$ cat config.mk
export PLATFORM = sky130hd
export DESIGN_NAME = trzb_ctrl
export DESIGN_NICKNAME = d
export VERILOG_FILES = /design/src/trzb_pkg.sv /design/src/trzb_ctrl.sv
export SDC_FILE = /design/constraint.sdc
export NUM_CORES = 1
export LEC_CHECK = 0
export BUFFER_PORTS_ARGS = -buffer_cell sky130_fd_sc_hd__buf_4
export CAP_MARGIN = 20
export CORE_MARGIN = 3
export CORE_UTILIZATION = 46
export DETAILED_ROUTE_END_ITERATION = 10
export GPL_ROUTABILITY_DRIVEN = 0
export GPL_TIMING_DRIVEN = 0
export PLACE_DENSITY = 0.81
export SLEW_MARGIN = 20
export SYNTH_ARGS = -nofsm -noshare
export SYNTH_HDL_FRONTEND = slang
export SYNTH_SLANG_ARGS = --single-unit
$ cat constraint.sdc
create_clock -name clk -period 1.75 [get_ports clk]
set_clock_uncertainty 0.05 [all_clocks]
set_input_delay 0.0875 -clock clk [delete_from_list [all_inputs] [get_ports clk]]
set_output_delay 0.0875 -clock clk [all_outputs]
set_load 0.01 [all_outputs]
$ cat src/trzb_pkg.sv
// shared types, constants and defaults of the triangle rasterizer
`default_nettype none

package trzb_pkg;

	localparam int DEF_FB_WIDTH      = 512;
	localparam int DEF_FB_HEIGHT     = 512;
	localparam int DEF_DEPTH_BITS    = 24;
	localparam int DEF_SUBPIXEL_BITS = 4;

	// barycentric weights carry WFRAC fraction bits, a weight can reach 1.0
	localparam int WFRAC  = 24;
	localparam int WQ     = WFRAC + 1;
	localparam int DIV_CW = $clog2(WQ);

	localparam logic [1:0] OP_CLEAR  = 2'd0;
	localparam logic [1:0] OP_VERTEX = 2'd1;
	localparam logic [1:0] OP_READ   = 2'd2;

	typedef enum logic [1:0] {
		EDGE_W0,
		EDGE_W1,
		EDGE_AREA
	} edge_sel_t;

	typedef struct packed {
		logic      capture;
		logic      vtx_wr;
		logic [1:0] vtx_idx;
		logic      clr_step;
		logic      rd_host;
		logic      out_load;
		logic      box_init;
		logic      px_first;
		logic      px_next;
		logic      edge_mul;
		logic      edge_sum;
		edge_sel_t edge_sel;
		logic      rd_pix;
		logic      div_init;
		logic      div_step;
		logic      div_store;
		logic      div_sel;
		logic      mac_clr;
		logic      mac_mul;
		logic [1:0] mac_ch;
		logic [1:0] mac_v;
		logic      pix_write;
	} dp_cmd_t;

	typedef struct packed {
		logic clr_last;
		logic box_empty;
		logic area_zero;
		logic covered;
		logic x_last;
		logic y_last;
	} dp_stat_t;

endpackage

`default_nettype wire

$ cat src/trzb_ctrl.sv
// rasterizer controller: command decode, box walk and per-pixel sequencing
`default_nettype none

module trzb_ctrl (
	input  wire logic              clk,
	input  wire logic              arst_n,
	input  wire logic              start,
	input  wire logic [1:0]        opcode,
	input  wire trzb_pkg::dp_stat_t stat,
	output trzb_pkg::dp_cmd_t      cmd,
	output logic                   busy,
	output logic                   done
);
	import trzb_pkg::*;

	localparam logic [1:0] LAST_VTX = 2'd2;
	localparam logic [1:0] LAST_CH  = 2'd3;

	typedef enum logic [4:0] {
		ST_CLEAR,
		ST_IDLE,
		ST_READ_ISSUE,
		ST_READ_WAIT,
		ST_BOX,
		ST_AREA_MUL,
		ST_AREA_SUM,
		ST_AREA_CHK,
		ST_PIX_MUL0,
		ST_PIX_SUM0,
		ST_PIX_MUL1,
		ST_PIX_SUM1,
		ST_PIX_TEST,
		ST_DIV_INIT,
		ST_DIV_RUN,
		ST_DIV_END,
		ST_MAC_RUN,
		ST_MAC_TAIL,
		ST_PIX_WRITE,
		ST_PIX_NEXT
	} state_t;

	state_t            state_q;
	logic [1:0]        vtx_cnt_q;
	logic [DIV_CW-1:0] div_cnt_q;
	logic              div_sel_q;
	logic [1:0]        mac_ch_q, mac_v_q;
	logic              done_q;

	always_comb begin
		cmd = '0;
		case (state_q)
			ST_IDLE: begin
				if (start) begin
					cmd.capture = 1'b1;
					cmd.vtx_wr  = opcode == OP_VERTEX;
					cmd.vtx_idx = vtx_cnt_q;
				end
			end
			ST_CLEAR:      cmd.clr_step = 1'b1;
			ST_READ_ISSUE: cmd.rd_host  = 1'b1;
			ST_READ_WAIT:  cmd.out_load = 1'b1;
			ST_BOX:        cmd.box_init = 1'b1;
			ST_AREA_MUL: begin
				cmd.edge_mul = 1'b1;
				cmd.edge_sel = EDGE_AREA;
				cmd.px_first = 1'b1;
			end
			ST_AREA_SUM: begin
				cmd.edge_sum = 1'b1;
				cmd.edge_sel = EDGE_AREA;
			end
			ST_PIX_MUL0: begin
				cmd.edge_mul = 1'b1;
				cmd.edge_sel = EDGE_W0;
				cmd.rd_pix   = 1'b1;
			end
			ST_PIX_SUM0: begin
				cmd.edge_sum = 1'b1;
				cmd.edge_sel = EDGE_W0;
			end
			ST_PIX_MUL1: begin
				cmd.edge_mul = 1'b1;
				cmd.edge_sel = EDGE_W1;
			end
			ST_PIX_SUM1: begin
				cmd.edge_sum = 1'b1;
				cmd.edge_sel = EDGE_W1;
			end
			ST_DIV_INIT: begin
				cmd.div_init = 1'b1;
				cmd.div_sel  = div_sel_q;
			end
			ST_DIV_RUN: cmd.div_step = 1'b1;
			ST_DIV_END: begin
				cmd.div_store = 1'b1;
				cmd.div_sel   = div_sel_q;
				cmd.mac_clr   = div_sel_q;
			end
			ST_MAC_RUN: begin
				cmd.mac_mul = 1'b1;
				cmd.mac_ch  = mac_ch_q;
				cmd.mac_v   = mac_v_q;
			end
			ST_PIX_WRITE: cmd.pix_write = 1'b1;
			ST_PIX_NEXT:  cmd.px_next   = 1'b1;
			default: ;
		endcase
	end

	always_ff @(posedge clk or negedge arst_n) begin
		if (!arst_n) begin
			state_q   <= ST_CLEAR;
			vtx_cnt_q <= '0;
			div_cnt_q <= '0;
			div_sel_q <= 1'b0;
			mac_ch_q  <= '0;
			mac_v_q   <= '0;
			done_q    <= 1'b0;
		end else begin
			done_q <= 1'b0;
			case (state_q)
				ST_IDLE: begin
					if (start) begin
						case (opcode)
							OP_CLEAR: state_q <= ST_CLEAR;
							OP_VERTEX: begin
								if (vtx_cnt_q == LAST_VTX) begin
									vtx_cnt_q <= '0;
									state_q   <= ST_BOX;
								end else begin
									vtx_cnt_q <= vtx_cnt_q + 2'd1;
								end
							end
							OP_READ: state_q <= ST_READ_ISSUE;
							default: ;
						endcase
					end
				end
				ST_CLEAR: begin
					if (stat.clr_last) begin
						state_q <= ST_IDLE;
					end
				end
				ST_READ_ISSUE: state_q <= ST_READ_WAIT;
				ST_READ_WAIT: begin
					done_q  <= 1'b1;
					state_q <= ST_IDLE;
				end
				ST_BOX:      state_q <= ST_AREA_MUL;
				ST_AREA_MUL: state_q <= ST_AREA_SUM;
				ST_AREA_SUM: state_q <= ST_AREA_CHK;
				ST_AREA_CHK: begin
					state_q <= (stat.box_empty || stat.area_zero) ? ST_IDLE : ST_PIX_MUL0;
				end
				ST_PIX_MUL0: state_q <= ST_PIX_SUM0;
				ST_PIX_SUM0: state_q <= ST_PIX_MUL1;
				ST_PIX_MUL1: state_q <= ST_PIX_SUM1;
				ST_PIX_SUM1: state_q <= ST_PIX_TEST;
				ST_PIX_TEST: begin
					div_sel_q <= 1'b0;
					state_q   <= stat.covered ? ST_DIV_INIT : ST_PIX_NEXT;
				end
				ST_DIV_INIT: begin
					div_cnt_q <= '0;
					state_q   <= ST_DIV_RUN;
				end
				ST_DIV_RUN: begin
					if (div_cnt_q == DIV_CW'(WQ - 1)) begin
						state_q <= ST_DIV_END;
					end else begin
						div_cnt_q <= div_cnt_q + DIV_CW'(1);
					end
				end
				ST_DIV_END: begin
					if (!div_sel_q) begin
						div_sel_q <= 1'b1;
						state_q   <= ST_DIV_INIT;
					end else begin
						mac_ch_q <= '0;
						mac_v_q  <= '0;
						state_q  <= ST_MAC_RUN;
					end
				end
				ST_MAC_RUN: begin
					if (mac_v_q == LAST_VTX) begin
						mac_v_q <= '0;
						if (mac_ch_q == LAST_CH) begin
							state_q <= ST_MAC_TAIL;
						end else begin
							mac_ch_q <= mac_ch_q + 2'd1;
						end
					end else begin
						mac_v_q <= mac_v_q + 2'd1;
					end
				end
				ST_MAC_TAIL:  state_q <= ST_PIX_WRITE;
				ST_PIX_WRITE: state_q <= ST_PIX_NEXT;
				ST_PIX_NEXT: begin
					state_q <= (stat.x_last && stat.y_last) ? ST_IDLE : ST_PIX_MUL0;
				end
				default: state_q <= ST_IDLE;
			endcase
		end
	end

	assign busy = state_q != ST_IDLE;
	assign done = done_q;

endmodule

`default_nettype wire

==> flow_metrics.env <==
export IMPL_fp_dieW_um=60.0
export IMPL_worstPathArrival_ns=2.13
export IMPL_die_area_sq_mm=0.00359
export IMPL_h_tree_depth=1
export IMPL_ys_types=48
export IMPL_yosysWarnings=0
export IMPL_path_class="reg -> reg"
export IMPL_tightestPinTransition_ns=0.489
export IMPL_hold_violations=0
export IMPL_ys_flop_type="dfrtp_1"
export IMPL_layout_setup_ws_ns=-0.243
export IMPL_rows=18
export IMPL_fin_util_pct=79.5
export IMPL_grt_pass1_vias=1478
export IMPL_synth_nets=181
export IMPL_synth_top_area_share_pct=33.6
export IMPL_clk_pin_slew_worst_paths_ns=0.12
export IMPL_netlist_instances=167
export IMPL_required_ns=1.89
export IMPL_stdcell_area_sq_mm=0.00208
export IMPL_tritoncts="built"
export IMPL_fin_nets=238
export IMPL_die_height_um=60.0
export IMPL_core_area_sq_mm=0.00261
export IMPL_critPathCaptureType="register"
export IMPL_final_cells=253
export IMPL_setup_viol=18
export IMPL_clock_latency_ns=0.30
export IMPL_start_util_pct=51.2
export IMPL_clock_fmax_ghz=0.502
export IMPL_vias_per_cell=6.05
export IMPL_n_antenna_cell=0
export IMPL_final_common_cell="buf_4"
export IMPL_cp_top_family="simple AND/OR/NAND/NOR gates"
export IMPL_vias=1531
export IMPL_grtUsageTotal_pct=26.4
export IMPL_grt_ovfl_total=0
export IMPL_antenna_found_initial=0
export IMPL_totalWireLength_um=4740
export IMPL_status="finished with violations"
export IMPL_fin_crit_sh_pct=114
export IMPL_netlist_area_sq_mm=0.00134
export IMPL_peakVddDrop_mv=1.10
export IMPL_grt_setup_unrepaired="yes"
export IMPL_grt_max_degree=19
export IMPL_failed_checks="setup timing"
export IMPL_io_pins=39
export IMPL_first_pass_iters=4
export IMPL_total_power_uw=2960
export IMPL_slew_violations=0
export IMPL_layout_min_cycle_time_ns=1.99
export IMPL_combPwrFrac_pct=68.2
export IMPL_avgRoutedWirePerCell_um=18.7
export IMPL_most_common_layout_cells="42 x buf_4, 16 x nor2_1, 15 x dfrtp_1"
export IMPL_start_kind="register"
export IMPL_cpPeakStageDelay_ns=0.52
export IMPL_power_frac_seq_pct=22.6
export IMPL_syn_avg_cell_area_sq_um=8.02
export IMPL_dp_cells=235
export IMPL_cts_buffers_inserted=3
export IMPL_drtAntennaViolNets=0
export IMPL_power_density_mw_per_mm2=1420
export IMPL_synth_async_reset_ratio_pct=100
export IMPL_synth_top_area_cell="dfrtp_1"
export IMPL_leakage_uw=0.000968
export IMPL_drt_initial_drc_count=86
export IMPL_crit_buf_inv=0
export IMPL_ys_top_cells_by_area="dfrtp_1 34%, nor2_1 6.2%, o21ai_0 4.5%"
export IMPL_crit_fanout=4
export IMPL_synth_edf_count=0
export IMPL_synth_yosys_seq_area_share_pct=33.6
export IMPL_slew_headroom_pct=67.1
export IMPL_placed_area_sq_mm=0.00167
export IMPL_cts_sinks=18
export IMPL_clockBufferDepth=2
export IMPL_critical_path_slowest_cell="or4_4"
export IMPL_drive_gt1_share_pct=48.4
export IMPL_maxCapViolCount=0
export IMPL_cts_root_buffer="clkbuf_4"
export IMPL_cell_internal_pwr_uw=1650
export IMPL_hold_path_class="in -> reg"
export IMPL_power_net_switching_uw=1310
export IMPL_grt_pass1_wl_um=7250
export IMPL_hold_slack_ns=0.0449
export IMPL_ys_ff_latch=18
export IMPL_switching_share_pct=44.2
export IMPL_io_buffers=38
export IMPL_hpwl_um=2930
export IMPL_area_growth_pct=55.2
export IMPL_drc=0
export IMPL_p_clk_share_pct=9.1
export IMPL_cp_cell_sequence="or3_4 -> or4_4 -> nand4_4 -> mux2_4"
[power groups by stage]
stage	clock network (uW)	registers [uW]	logic (uW)
floorplan	0	619	914
global placement	0	642	1240
detailed placement	0	652	1290
CTS	269	646	1760
global route	279	683	2160
finish	270	670	2020
[stage by stage]
step	TNS [ns]	setup slack [ns]
5_1_grt	-2.87	-0.231
3_5_place_dp	-1.52	-0.292
4_1_cts	-0.973	-0.166
6_report	-2.13	-0.243
2_1_floorplan	-0.0835	-0.0835
3_3_place_gp	-1.10	-0.309
[routing by layer]
metal  vias up  share of wire (%)  wire length (um)  global-route usage, %
li1        702                  -                 -                      -
met2        96                 50              2350                   42.6
met1       717                 39              1830                   33.8
met5         -                  0                 0                      0
met4         0                2.5               119                   10.8
met3        16                9.2               436                   5.83
[synthesized netlist by cell type (3+ instances only)]
| library cell | n |
|---|---|
| nor2_1 | 22 |
| dfrtp_1 | 18 |
| nand2_1 | 13 |
| o21ai_0 | 12 |
| inv_1 | 9 |
| nand2b_1 | 7 |
| nand3_1 | 7 |
| a21oi_1 | 6 |
| clkbuf_1 | 6 |
| nor2b_1 | 6 |
| and2_1 | 5 |
| and3_1 | 4 |
| nand4_1 | 4 |
| a211oi_1 | 3 |
| ha_1 | 3 |
| nor3_1 | 3 |
| xor2_1 | 3 |
[cells by family (layout without fill, tap and decap cells)]
| logic type | Yosys count | after routing | share of synthesized area, % |
|---|---|---|---|
| AND/OR/NAND/NOR | 86 | 86 | 36.4 |
| AO/OA/AOI/OAI | 35 | 35 | 16.7 |
| flip-flops | 18 | 18 | 33.6 |
| buffers and inverters | 18 | 74 | 5.23 |
| multiplexers | 4 | 4 | 3.27 |
| adder cells (fa/ha/maj) | 3 | 3 | 2.80 |
| XOR/XNOR | 3 | 3 | 1.96 |
[worst min-delay path, stage by stage]
cell and delay (ns):
buf_4 0.12, nand2_1 0.05, a21oi_1 0.05, o21ai_0 0.07
[registers in the layout, summed over array words and instances (netlist names)]
name       flops
mac_ch_q       2
div_sel_q      1
vtx_cnt_q      2
done           1
mac_v_q        2
div_cnt_q      5
state_q        5
[area by class of cell]
type | instances | area, sq um
Buffer | 7 | 71.3
Timing Repair Buffer | 54 | 460
Tap cell | 30 | 37.5
Sequential cell | 18 | 454
Clock buffer | 4 | 36.3
Fill cell | 147 | 534
Multi-Input combinational cell | 131 | 980
Inverter | 9 | 38.8
[what timing repair did]
item                                   in CTS  in global routing
buffers inserted                            9                  6
resized for setup                          54                 28
endpoints found under the hold margin      18                  0
hold buffers                                1                  0
pin swaps                                  13                 18
setup endpoints to repair                  34                 30
[final timing paths]
| kind | startpoint | to | slack, ns | depth (start not counted) |
|---|---|---|---|---|
| max in group asynchronous | arst_n | state_q[4] | 1.29 | 2 |
| setup / recovery | state_q[3] | state_q[0] | -0.24 | 4 |
| hold reg to reg | vtx_cnt_q[0] | vtx_cnt_q[1] | 0.50 | 2 |
| setup reg to reg | state_q[3] | state_q[0] | -0.24 | 4 |
| min in group asynchronous | arst_n | div_cnt_q[1] | 0.12 | 2 |
| hold / removal | stat[0] | state_q[3] | 0.04 | 4 |
Note: power is estimated with default switching activity, not from simulation.
